### config.mk
export PLATFORM = sky130hd
export DESIGN_NAME = hamming_39_32_sec_codec
export DESIGN_NICKNAME = d
export VERILOG_FILES = /design/src/hdl/hsc_pkg.sv /design/src/hdl/hamming_39_32_sec_codec.sv
export SDC_FILE = /design/constraint.sdc
export NUM_CORES = 1
export LEC_CHECK = 0
export BUFFER_PORTS_ARGS = -buffer_cell sky130_fd_sc_hd__buf_2
export CORE_MARGIN = 2
export CORE_UTILIZATION = 52
export DETAILED_ROUTE_END_ITERATION = 7
export GPL_ROUTABILITY_DRIVEN = 0
export GPL_TIMING_DRIVEN = 0
export MAX_ROUTING_LAYER = met4
export PLACE_DENSITY_LB_ADDON = 0.25
export RECOVER_POWER = 100
export SLEW_MARGIN = 20
export SYNTH_ARGS = -nofsm -noshare
export SYNTH_HDL_FRONTEND = slang
export SYNTH_SLANG_ARGS = --single-unit
### constraint.sdc
create_clock -name clk -period 4.01 [get_ports clk]
set_input_delay 0.6015 -clock clk [delete_from_list [all_inputs] [get_ports clk]]
set_output_delay 0.6015 -clock clk [all_outputs]
set_load 0.1 [all_outputs]
### src/hdl/hsc_pkg.sv
// shared types and constants for the hamming(39,32) sec codec
package hsc_pkg;

    localparam int CW_W   = 39;
    localparam int DATA_W = 32;
    localparam int CHK_W  = 7;

    typedef logic [CW_W-1:0]   cw_t;
    typedef logic [DATA_W-1:0] data_t;
    typedef logic [CHK_W-1:0]  syn_t;

    typedef enum logic [1:0] {
        ST_OK        = 2'd0,
        ST_CORRECTED = 2'd1,
        ST_UNCORR    = 2'd2
    } status_t;

    localparam logic CMD_ENCODE = 1'b0;
    localparam logic CMD_DECODE = 1'b1;

    // coverage of each check row over codeword bits 38..0
    localparam cw_t ROW_COVER [CHK_W] = '{
        39'h7F80007FC0,
        39'h7F807F8020,
        39'h607E607E10,
        39'h1C719C7188,
        39'h534CD34C84,
        39'h0AAB8AAB82,
        39'h5A1725E881
    };

endpackage

### src/hdl/hamming_39_32_sec_codec.sv
// hamming(39,32) single-error-correcting encoder and decoder, top level
//
// one input channel (in_valid, in_stall, cmd, word_in) and one output
// channel (out_valid, out_stall, word_out, syndrome, status); a transfer
// happens at a rising edge with valid high and stall low
// cmd selects encode (data in word_in[31:0]) or decode of a 39-bit codeword
// each input transfer yields exactly one output transfer, in order
// path: the input register, then parity trees, column compare and bit flip
// into the result register, which drives out_valid and the outputs
// throughput: one word per cycle while out_stall is low, set by the single
// parity/syndrome stage between the input register and the result register
// when the receiver stalls, the result register holds its word and the
// input register still takes one more word; in_stall rises only when both
// registers are full and out_stall is high
// reset (rst_n low, asynchronous) empties both registers; payload is not
// cleared
module hamming_39_32_sec_codec
(
    input  logic             clk,
    input  logic             rst_n,
    input  logic             in_valid,
    output logic             in_stall,
    input  logic             cmd,
    input  hsc_pkg::cw_t     word_in,
    output logic             out_valid,
    input  logic             out_stall,
    output hsc_pkg::cw_t     word_out,
    output hsc_pkg::syn_t    syndrome,
    output logic [1:0]       status
);
    import hsc_pkg::*;

    // input register stage
    logic    s1_valid_reg;
    logic    s1_valid_next;
    logic    s1_cmd_reg;
    cw_t     s1_word_reg;

    // result register stage
    logic    out_valid_reg;
    logic    out_valid_next;
    cw_t     word_out_reg;
    cw_t     word_out_next;
    syn_t    syndrome_reg;
    syn_t    syndrome_next;
    status_t status_reg;
    status_t status_next;

    logic    adv_out;
    logic    adv_s1;
    logic    in_take;

    // datapath
    cw_t     base_word;
    syn_t    par;
    cw_t     enc_word;
    cw_t     match;
    syn_t    col;

    // the result register moves when empty or being drained
    assign adv_out  = !out_valid_reg || !out_stall;
    // the input register moves when empty or its word goes on
    assign adv_s1   = !s1_valid_reg || adv_out;
    assign in_stall = !adv_s1;
    assign in_take  = in_valid && adv_s1;

    always_comb
    begin
        s1_valid_next  = s1_valid_reg;
        out_valid_next = out_valid_reg;
        if (adv_s1)
        begin
            s1_valid_next = in_valid;
        end
        if (adv_out)
        begin
            out_valid_next = s1_valid_reg;
        end
    end

    // encode places data above the check bits; decode takes the word as is
    always_comb
    begin
        if (s1_cmd_reg == CMD_ENCODE)
        begin
            base_word = {s1_word_reg[DATA_W-1:0], {CHK_W{1'b0}}};
        end
        else
        begin
            base_word = s1_word_reg;
        end
    end

    // one xor tree per check row: parity on encode, syndrome on decode
    // each row covers only its own check bit, so zeroed check bits give parity
    always_comb
    begin
        for (int i = 0; i < CHK_W; i++)
        begin
            par[i] = ^(base_word & ROW_COVER[i]);
        end
    end

    always_comb
    begin
        enc_word = base_word;
        for (int i = 0; i < CHK_W; i++)
        begin
            enc_word[CHK_W-1-i] = par[i];
        end
    end

    // compare the syndrome against every check-matrix column
    // columns are distinct and nonzero, so at most one bit matches
    always_comb
    begin
        col = '0;
        for (int b = 0; b < CW_W; b++)
        begin
            for (int i = 0; i < CHK_W; i++)
            begin
                col[i] = ROW_COVER[i][b];
            end
            match[b] = (par == col);
        end
    end

    always_comb
    begin
        if (s1_cmd_reg == CMD_ENCODE)
        begin
            word_out_next = enc_word;
            syndrome_next = '0;
            status_next   = ST_OK;
        end
        else
        begin
            word_out_next = s1_word_reg ^ match;
            syndrome_next = par;
            if (par == '0)
            begin
                status_next = ST_OK;
            end
            else if (|match)
            begin
                status_next = ST_CORRECTED;
            end
            else
            begin
                status_next = ST_UNCORR;
            end
        end
    end

    // control: valid bits only
    always_ff @(posedge clk or negedge rst_n)
    begin
        if (!rst_n)
        begin
            s1_valid_reg  <= 1'b0;
            out_valid_reg <= 1'b0;
        end
        else
        begin
            s1_valid_reg  <= s1_valid_next;
            out_valid_reg <= out_valid_next;
        end
    end

    // payload registers, loaded only when their stage moves
    always_ff @(posedge clk)
    begin
        if (in_take)
        begin
            s1_cmd_reg  <= cmd;
            s1_word_reg <= word_in;
        end
        if (adv_out && s1_valid_reg)
        begin
            word_out_reg <= word_out_next;
            syndrome_reg <= syndrome_next;
            status_reg   <= status_next;
        end
    end

    assign out_valid = out_valid_reg;
    assign word_out  = word_out_reg;
    assign syndrome  = syndrome_reg;
    assign status    = status_reg;

    // a clean status goes with a zero syndrome and nothing else
    a_status_syn: assert property (@(posedge clk) disable iff (!rst_n)
        out_valid |-> ((status_reg == ST_OK) == (syndrome_reg == '0)))
        else $error("status and syndrome disagree");

    // only defined status codes leave the block
    a_status_code: assert property (@(posedge clk) disable iff (!rst_n)
        out_valid |-> (status_reg == ST_OK || status_reg == ST_CORRECTED ||
                       status_reg == ST_UNCORR))
        else $error("undefined status code");

    // a stalled result is neither dropped nor replaced
    a_hold: assert property (@(posedge clk) disable iff (!rst_n)
        out_valid && out_stall |=> out_valid && $stable(word_out_reg) &&
                                   $stable(syndrome_reg))
        else $error("stalled result changed");

    // the input side only stalls when both stages are occupied
    a_stall_full: assert property (@(posedge clk) disable iff (!rst_n)
        in_stall |-> s1_valid_reg && out_valid_reg)
        else $error("input stalled with a free stage");

endmodule
# [Word-level counts from Yosys, hierarchy flattened]
# Cells that the tools add are included.
[totals] reg_bits=90 inputBits=44 word_cells=69
[classes] eq_ne=39 n_mux=3 bitwise_logic=2 n_reduce_logical=18
[op_table] cell="parity 39 bit" count=7
[op_table] cell="equality test 7 bit (second input constant)" count=17
[op_table] cell="2-to-1 mux 39 bit" count=2
[op_table] cell="equality test 7 x 6 -> 1 bit (second input constant)" count=9
[op_table] cell="equality test 7 x 5 -> 1 bit (second input constant)" count=6
[op_table] cell="OR reduction 39 bit" count=1
[op_table] cell="bitwise XOR 39 bit" count=1
[op_table] cell="equality test 7 x 4 -> 1 bit (second input constant)" count=3
[op_table] cell="equality test 7 x 3 -> 1 bit (second input constant)" count=2
[op_table] cell="equality test 7 x 1 -> 1 bit (second input constant)" count=1
[op_table] cell="equality test 7 x 2 -> 1 bit (second input constant)" count=1
[op_table] cell="zero test 7 bit" count=1
[op_table] cell="zero test 1 bit" count=4
[op_table] cell="logical AND 1 bit" count=2
[op_table] cell="logical OR 1 bit" count=2
[op_table] cell="2-to-1 mux 2 bit" count=1
[op_table] cell="OR reduction 2 bit" count=1
[op_table] cell="NOT 1 bit" count=1

# [Longest topological paths before layout]
# Gate-level depths: netlist (run 1).
[logic_depth] word_depth=5 mapped_depth=13

# [Worst setup path before layout (run 1)]
# No wires, ideal clock.
[synth_path] path_kind="flip-flop to flip-flop" startpoint="reg out_valid_reg, in the netlist out_valid" endpoint="reg status_reg[0], in the netlist status[0], enable pin" setup_time_ps=527 arrival_time_ps=4428 t_required_ps=3483 setup_slack_ps=-944 path_stages_with_launch=2 period_less_slack_ps=4954 path_cell_list="dfrtp_1 a21boi_0"
[synth_between] elab_chain_cells=3
[synth_rtl] element="from (decl)" line_no="hamming_39_32_sec_codec.sv:40" text="logic out_valid_reg;"
[synth_rtl] element="from (signal assigned)" line_no="hamming_39_32_sec_codec.sv:166" text="out_valid_reg <= out_valid_next;"
[synth_rtl] element="zero test 1 bit" line_no="hamming_39_32_sec_codec.sv:61" text="assign adv_out = !out_valid_reg || !out_stall;"
[synth_rtl] element="logical OR 1 bit" line_no="hamming_39_32_sec_codec.sv:61"
[synth_rtl] element="logical AND 1 bit" line_no="hamming_39_32_sec_codec.sv:178" text="if (adv_out && s1_valid_reg)"
[synth_rtl] element="to (signal assigned)" line_no="hamming_39_32_sec_codec.sv:182" text="status_reg <= status_next;"
[synth_rtl] element="to (decl)" line_no="hamming_39_32_sec_codec.sv:46" text="status_t status_reg;"
# Every way passes these cells.
# A chain may end at the register's enable or synchronous reset.

# [Worst setup path after layout (run 1)]
[layout_path] startpoint="reg s1_word_reg[0]" endpoint="reg status_reg[1], in the netlist status[1] (data pin)"
[layout_between] elab_chain_cells=5
[layout_rtl] element="from (decl)" line_no="hamming_39_32_sec_codec.sv:37" text="cw_t s1_word_reg;"
[layout_rtl] element="from (signal assigned)" line_no="hamming_39_32_sec_codec.sv:176" text="s1_word_reg <= word_in;"
[layout_rtl] element="2-to-1 mux 39 bit *" line_no="hamming_39_32_sec_codec.sv:84" text="if (s1_cmd_reg == CMD_ENCODE)"
[layout_rtl] element="parity 39 bit" line_no="hamming_39_32_sec_codec.sv:100" text="par[i] = ^(base_word & ROW_COVER[i]);"
[layout_rtl] element="equality test 7 bit (tied with other cells)" line_no="hamming_39_32_sec_codec.sv:124" text="match[b] = (par == col);"
[layout_rtl] element="OR reduction 39 bit" line_no="hamming_39_32_sec_codec.sv:144" text="else if (|match)"
[layout_rtl] element="2-to-1 mux 2 bit" line_no="hamming_39_32_sec_codec.sv:144"
# Mark *: on every way between the ends. The rest lies on a longest branch, timed or not.

==> summary.md, run 1 <==
| Metric | Value |
|---|---|
| Outcome | `finished, violations left` |
| Failing checks | `DRC` |
| Fmax achieved | `0.259 GHz` |
| CTS Buf Count | `9` |
| IO buf count | `93` |
| Final min period | `3860 ps` |
| Crit. Startpoint | `s1_word_reg[0]` |
| Startpoint Class | `flip-flop` |
| Reg2reg setup slack | `150 ps` |
| Final Setup Violations | `0` |
| Ys flop type | `edfxtp_1` |
| Initial antenna violation count | `0` |
| Peak supply drop | `261 uV` |
| Netlist Area Pre-Place | `6190 um2` |
| Share of post-route cells with drive strength above 1 | `0.182` |
| Worst-path maximum fanout | `7` |
| Critical path class | `flip-flop to flip-flop` |
| Register area share after synthesis | `0.435` |
| CTS tree | `done` |
| DIE HEIGHT | `113 um` |
| Pint | `2.60 mW` |
| Max-Cap Viols | `0` |
| Top cells by count, synth | `edfxtp_1, xnor2_1, nor2_1, a21oi_1, xor2_1` |
| Final WL | `15900 um` |
| Hold_ws | `27.1 ps` |
| FF+latch count, synth | `90` |
| Syn Nets | `608` |
| Tot Pwr | `4.96 mW` |
| Ys Warns | `0` |
| Synth top area cells | `edfxtp_1, xnor2_1, xor2_1` |
| Sw Share | `0.477` |
| Pre-CTS WS | `259 ps` |
| Period utilisation layout | `0.963` |
| Most frequent cell after synthesis | `edfxtp_1` |
| Worst flop-to-flop path endpoint | `status[1]` |
| Dpl hpwl | `between 10000 and 15000 um` |
| Clock root buffer | `clkbuf_16` |
| Origin of the critical flop-to-flop path | `s1_word_reg[0]` |
| Routed via count | `4670` |
| Vias in the first global route | `approximately 4700` |
| WL/cell | `19.4 um` |
| CTS max path bufs | `2` |
| Clock Skew | `6.01 ps` |
| Max Slew Vio Count | `0` |
| Effective utilization at floorplan | `0.538` |
| Ant diodes | `0` |
| Synth async-reset ratio | `0.0222` |
| DRC viols | `4` |
| Largest net degree at the start of global routing | `29` |
| RSZ-0062 raised after global routing | `no` |
| Distinct cells, synth | `66` |
| Yosys top cell by area | `edfxtp_1` |
| Post-synth top area share | `0.427` |
| First-pass GRT wire length | `25100 um` |
| Post-synth EDFFs | `88` |
| Initial DRC Count | `367` |
| Logic pwr share | `0.580` |
| P_leak | `2.64 nW` |
| Clock Sinks | `90` |
| Placed cell areas | `just under 7000 um2` |
| Post_cts resized | `0` |
| Worst setup path endpoint | `status[1]` |
| Clk pwr share | `0.173` |
| Final worst slack | `approximately 150 ps` |
| Pwr Density | `699 nW/um2` |
| CP endpoint kind | `flip-flop` |
| Post-DRT Antenna Nets | `0` |
| Full die area | `12800 um2` |
| Max-slew headroom | `0.0497` |
| Clk slew on worst S/H paths | `about 60 ps` |
| Final Hold Vio Count | `0` |
| Post-Synthesis Cells | `between 500 and 600` |
| Final Util | `0.616` |
| Critical Path RT | `~4100 ps` |
| Synthesis-to-layout area growth | `14.6%` |
| Slew @ Worst Pin | `1430 ps` |
| Detailed Routing Iterations Pass 1 | `7` |
| Min-delay worst type | `input pin to async pin` |
| Tot GR Track Use | `0.268` |
| Die W | `113 um` |
| Top Ports | `94` |
| Post-CTS setup repair buffer count | `0` |
| Final cell count without fillers | `819` |
| Clock latency on the worst-skew pair | `~350 ps` |
| Vias/cell | `5.70` |
| Reg2reg path depth | `11` |
| Syn Area/Cell | `11.0 um2` |
| Core Box Area | `11500 um2` |
| Worst EP arrival | `roughly 4000 ps` |
| Total negative slack | `0 ps` |
| CTS HTree Levels | `3` |
| P_sw | `approximately 2.4 mW` |
| Final #Nets | `715` |
| Placed cells | `803` |
| Hold-fix buffers, CTS | `0` |
| Fin area | `~7100 um2` |
| Total global routing overflow | `0` |
| Sequential share of power | `0.247` |
| Cell Rows | `39` |
[layer usage]
metal,track usage,up-vias,wire length (um),share of wire
met5,-,-,0,0
met4,0.111,0,580,0.037
met3,0.0520,51,1150,0.073
met2,0.431,242,7640,0.48
met1,0.333,2206,6500,0.41
li1,-,2171,-,-
[layout by cell type (no fill, tap or decap), types with 3 or more instances in the layout]
cell       count
and2_0         4
nand2b_1       3
a211oi_1       5
xnor2_1       80
or3_1          3
edfxtp_1      88
o22ai_1        3
o21ai_1        3
nand2_1       38
xor3_1         3
xnor3_1       11
clkbuf_8       3
clkbuf_1      66
mux2i_4        3
a21o_1         3
nor2_1        61
clkbuf_16      9
and2_1         8
mux2i_1       20
nor3_1         5
nand3_1       20
buf_4          8
buf_2         65
a21oi_1       47
mux2i_2        4
xor2_1        46
o21ai_0        4
buf_6          4
[cell families (layout without fill, tap and decap cells)]
group,Yosys count,count (layout),synth area share
AO/OA/AOI/OAI,94,94,0.101
multiplexers,29,29,0.0551
XOR/XNOR,145,145,0.245
buffers and inverters,53,165,0.0499
AND/OR/NAND/NOR,153,153,0.114
flip-flops,90,90,0.435
[critical path, stage by stage, from the launching register on]
cell and delay [ps]:
edfxtp_1 360, clkbuf_2 290, xor2_1 340, nor3b_1 130, a221oi_4 270, xor3_1 550, nor3_1 450, nor2_1 150
nor2_1 530, a32o_1 280, a211o_1 180, nor4b_4 50
[layout make-up]
type / instances / area (um2)
Sequential cell: 90 / 2690
Clock inverter: 4 / 48.8
Fill cell: 1001 / 4420
Multi-Input combinational cell: 421 / 3190
Tap cell: 143 / 179
Clock buffer: 12 / 267
Buffer: 51 / 299
Timing Repair Buffer: 96 / 413
Inverter: 2 / 7.51
[power by group through the flow]
stage	sequential [mW]	combinational [mW]	clock (mW)
global route	1.24	3.03	0.914
detailed placement	1.24	2.83	0
global placement	1.24	2.76	0
floorplan	1.81	1.68	0
finish	1.22	2.88	0.858
CTS	1.22	2.84	0.879
[how the worst min path moves through the flow]
| stage | endpoint | slack, ps |
|---|---|---|
| floorplan | out_valid | 310 |
| global placement | out_valid | 390 |
| detailed placement | out_valid | 390 |
| CTS | out_valid | 20 |
| global route | out_valid | 20 |
| finish | out_valid | 30 |
Note: power is estimated with default switching activity, not from simulation.
==> run 2: changes to the inputs <==
==> constraint.sdc (replaced) <==
create_clock -name clk -period 4.01 [get_ports clk]
set_input_delay 0.2005 -clock clk [delete_from_list [all_inputs] [get_ports clk]]
set_output_delay 0.2005 -clock clk [all_outputs]
set_load 0.1 [all_outputs]
==> run 2 against run 1 <==
The run still ends with DRC left. Clock power increased by 0.6%. Global-route usage about the same. Via count increased by 1.6%. Core utilization up 0.087 points. Total power rose by 0.25%. Die area is the same. Highest routed layer unchanged. Largest cell class unchanged. Final area increased by 0.14%. Clock-buffer cell count is the same. Flip-flop and latch count stayed put. Routed wire length is 0.84% higher. Sequential share of layout area fell by 0.053 points.
==> summary.md, run 2 (synthesis results as in run 1) <==
| Metric | Value |
|---|---|
| Outcome | `finished, violations left` |
| Failing checks | `DRC` |
| Max-slew headroom | `0.0601` |
| First-pass GRT wire length | `approximately 25000 um` |
| Dpl hpwl | `11900 um` |
| Most common cell after layout, fill and taps aside | `edfxtp_1` |
| Synthesis-to-layout area growth | `14.7%` |
| Initial antenna violation count | `0` |
| CP peak stage delay | `550 ps` |
| Wire length on met3 | `1320 um` |
| Pre-CTS WS | `259 ps` |
| DIE HEIGHT | `113 um` |
| Peak supply drop | `264 uV` |
| Top Ports | `94` |
| Max Slew Vio Count | `0` |
| Worst hold stages | `1` |
| Initial DRC Count | `~420` |
| Hold path endpoint | `s1_word_reg[27]` |
| Final Util | `0.617` |
| Die W | `between 100 and 150 um` |
| Crit path cell chain | `clkbuf_2 > xor2_1 > nor3b_1 > a221oi_4 > xor3_1 > nor3_1 > nor2_1 > nor2_1 > a32o_1 > a211o_1 > nor4b_4` |
| M1 WL | `6350 um` |
| CTS max path bufs | `2` |
| Post-DRT Antenna Nets | `0` |
| Reg2reg setup slack | `approximately 140 ps` |
| Pwr Density | `700 nW/um2` |
| Worst EP arrival | `3960 ps` |
| Clk slew on worst S/H paths | `60 ps` |
| Worst hold start | `word_in[27]` |
| Max Used Layer | `met4` |
| Core Box Area | `between 10000 and 15000 um2` |
| Fin area | `between 7000 and 8000 um2` |
| Hold_ws | `19.1 ps` |
| Clock latency on the worst-skew pair | `350 ps` |
| Slowest CP cell | `xor3_1` |
| Clock Sinks | `90` |
| Period utilisation layout | `0.965` |
| Fill cells | `1000` |
| P_sw | `2.38 mW` |
| Final cell count without fillers | `820` |
| DRC viols | `4` |
| Slew @ Worst Pin | `about 1400 ps` |
| Ant diodes | `0` |
| Detailed Routing Iterations Pass 1 | `8` |
| Routed via count | `4747` |
| CTS tree | `done` |
| Vias/cell | `roughly 5.8` |
| Total global routing overflow | `0` |
| Origin of the critical flop-to-flop path | `s1_word_reg[0]` |
| Vias in the first global route | `4711` |
| Final #Nets | `716` |
| Placed cell areas | `6930 um2` |
| Critical path class | `flip-flop to flip-flop` |
| Sequential share of power | `0.246` |
| Most frequent cells in the layout | `edfxtp_1, xnor2_1, clkbuf_1` |
| Final Hold Vio Count | `0` |
| Fmax achieved | `0.258 GHz` |
| Clock Skew | `6.58 ps` |
| CTS Buf Count | `9` |
| Largest net degree at the start of global routing | `29` |
| Final Setup Violations | `0` |
| Total negative slack | `0 ps` |
| Critical Path RT | `4100 ps` |
| CP endpoint kind | `flip-flop` |
| CTS HTree Levels | `3` |
| RSZ-0062 raised after global routing | `no` |
| P_leak | `2.65 nW` |
| Final min period | `about 3900 ps` |
| Min-delay worst type | `input pin to flip-flop` |
| Pint | `~2.6 mW` |
| Logic pwr share | `0.580` |
| Final WL | `between 15000 and 20000 um` |
| Area of the multi-input gates | `3190 um2` |
| Most used cell, CP | `nor2_1` |
| Placed cells | `803` |
| Sw Share | `0.478` |
| Cell Rows | `39` |
| Clk pwr share | `0.173` |
| Worst-path maximum fanout | `7` |
| IO buf count | `93` |
| Worst flop-to-flop path endpoint | `status[1]` |
| WL/cell | `19.5 um` |
| Max-Cap Viols | `0` |
| Reg area | `2690 um2` |
| Share of post-route cells with drive strength above 1 | `0.182` |
| Tot GR Track Use | `0.268` |
| Clock root buffer | `clkbuf_16` |
| Full die area | `12800 um2` |
| Effective utilization at floorplan | `0.538` |
| Tot Pwr | `4.97 mW` |
| Met2 routed WL | `7680 um` |
| Final worst slack | `139 ps` |
| Reg2reg path depth | `11` |
| Startpoint Class | `flip-flop` |
## run 2: changes by cell type in the layout (fill, tap and decap cells not counted), sizes merged
| cell | before | now |
|---|---|---|
| dlygate4sd3 | 0 | 1 |
## run 2: what timing repair did
| action | 4_1_cts | 5_1_grt |
|---|---|---|
| resized for setup | 0 | 2 |
| endpoints found under the hold margin | 2 | 0 |
| endpoints found under the setup margin | 0 | 2 |
| setup buffers | 0 | 0 |
| hold buffers | 1 | 0 |
## run 2: how the worst max path moves through the flow
| stage | depth (start not counted) | from | slack (ps) | end |
|---|---|---|---|---|
| 5_1_grt | 11 | s1_word_reg[0] | 20 | status[1] |
| 4_1_cts | 11 | s1_word_reg[11] | 250 | status[1] |
| 2_1_floorplan | 1 | out_valid | 320 | status[0] |
| 3_3_place_gp | 1 | out_valid | -150 | word_out[5] |
| 3_5_place_dp | 11 | s1_word_reg[11] | 260 | status[1] |
| 6_report | 11 | s1_word_reg[0] | 140 | status[1] |
## run 2: power by group through the flow
stage | Combinational (mW) | Clock (mW) | Sequential, mW
floorplan | 1.68 | 0 | 1.81
global placement | 2.76 | 0 | 1.24
CTS | 2.84 | 0.879 | 1.22
detailed placement | 2.83 | 0 | 1.24
finish | 2.89 | 0.863 | 1.22
global route | 3.03 | 0.914 | 1.24
## run 2: critical path, delay by kind of cell (launching register included)
kind,cells,cell delay [ps]
simple gates,5,1310
xor+xnor,2,890
compound gates,3,740
flops,1,360
buf+inv,1,280
## run 2: area by class of cell
| class | count | area share |
|---|---|---|
| plain buffers | 51 | 0.0421 |
| clock buffers | 12 | 0.0375 |
| clock inverters | 4 | 0.00686 |
| inverters | 2 | 0.00106 |
| multi-input cells | 421 | 0.449 |
| flip-flops and latches | 90 | 0.379 |
| well taps | 143 | 0.0252 |
| repair buffers | 97 | 0.0595 |
## run 2: metal layers
layer	global-route usage	vias to the layer above
li1	-	2175
met1	0.333	2252
met2	0.432	256
met3	0.0520	64
met4	0.111	0
met5	-	-
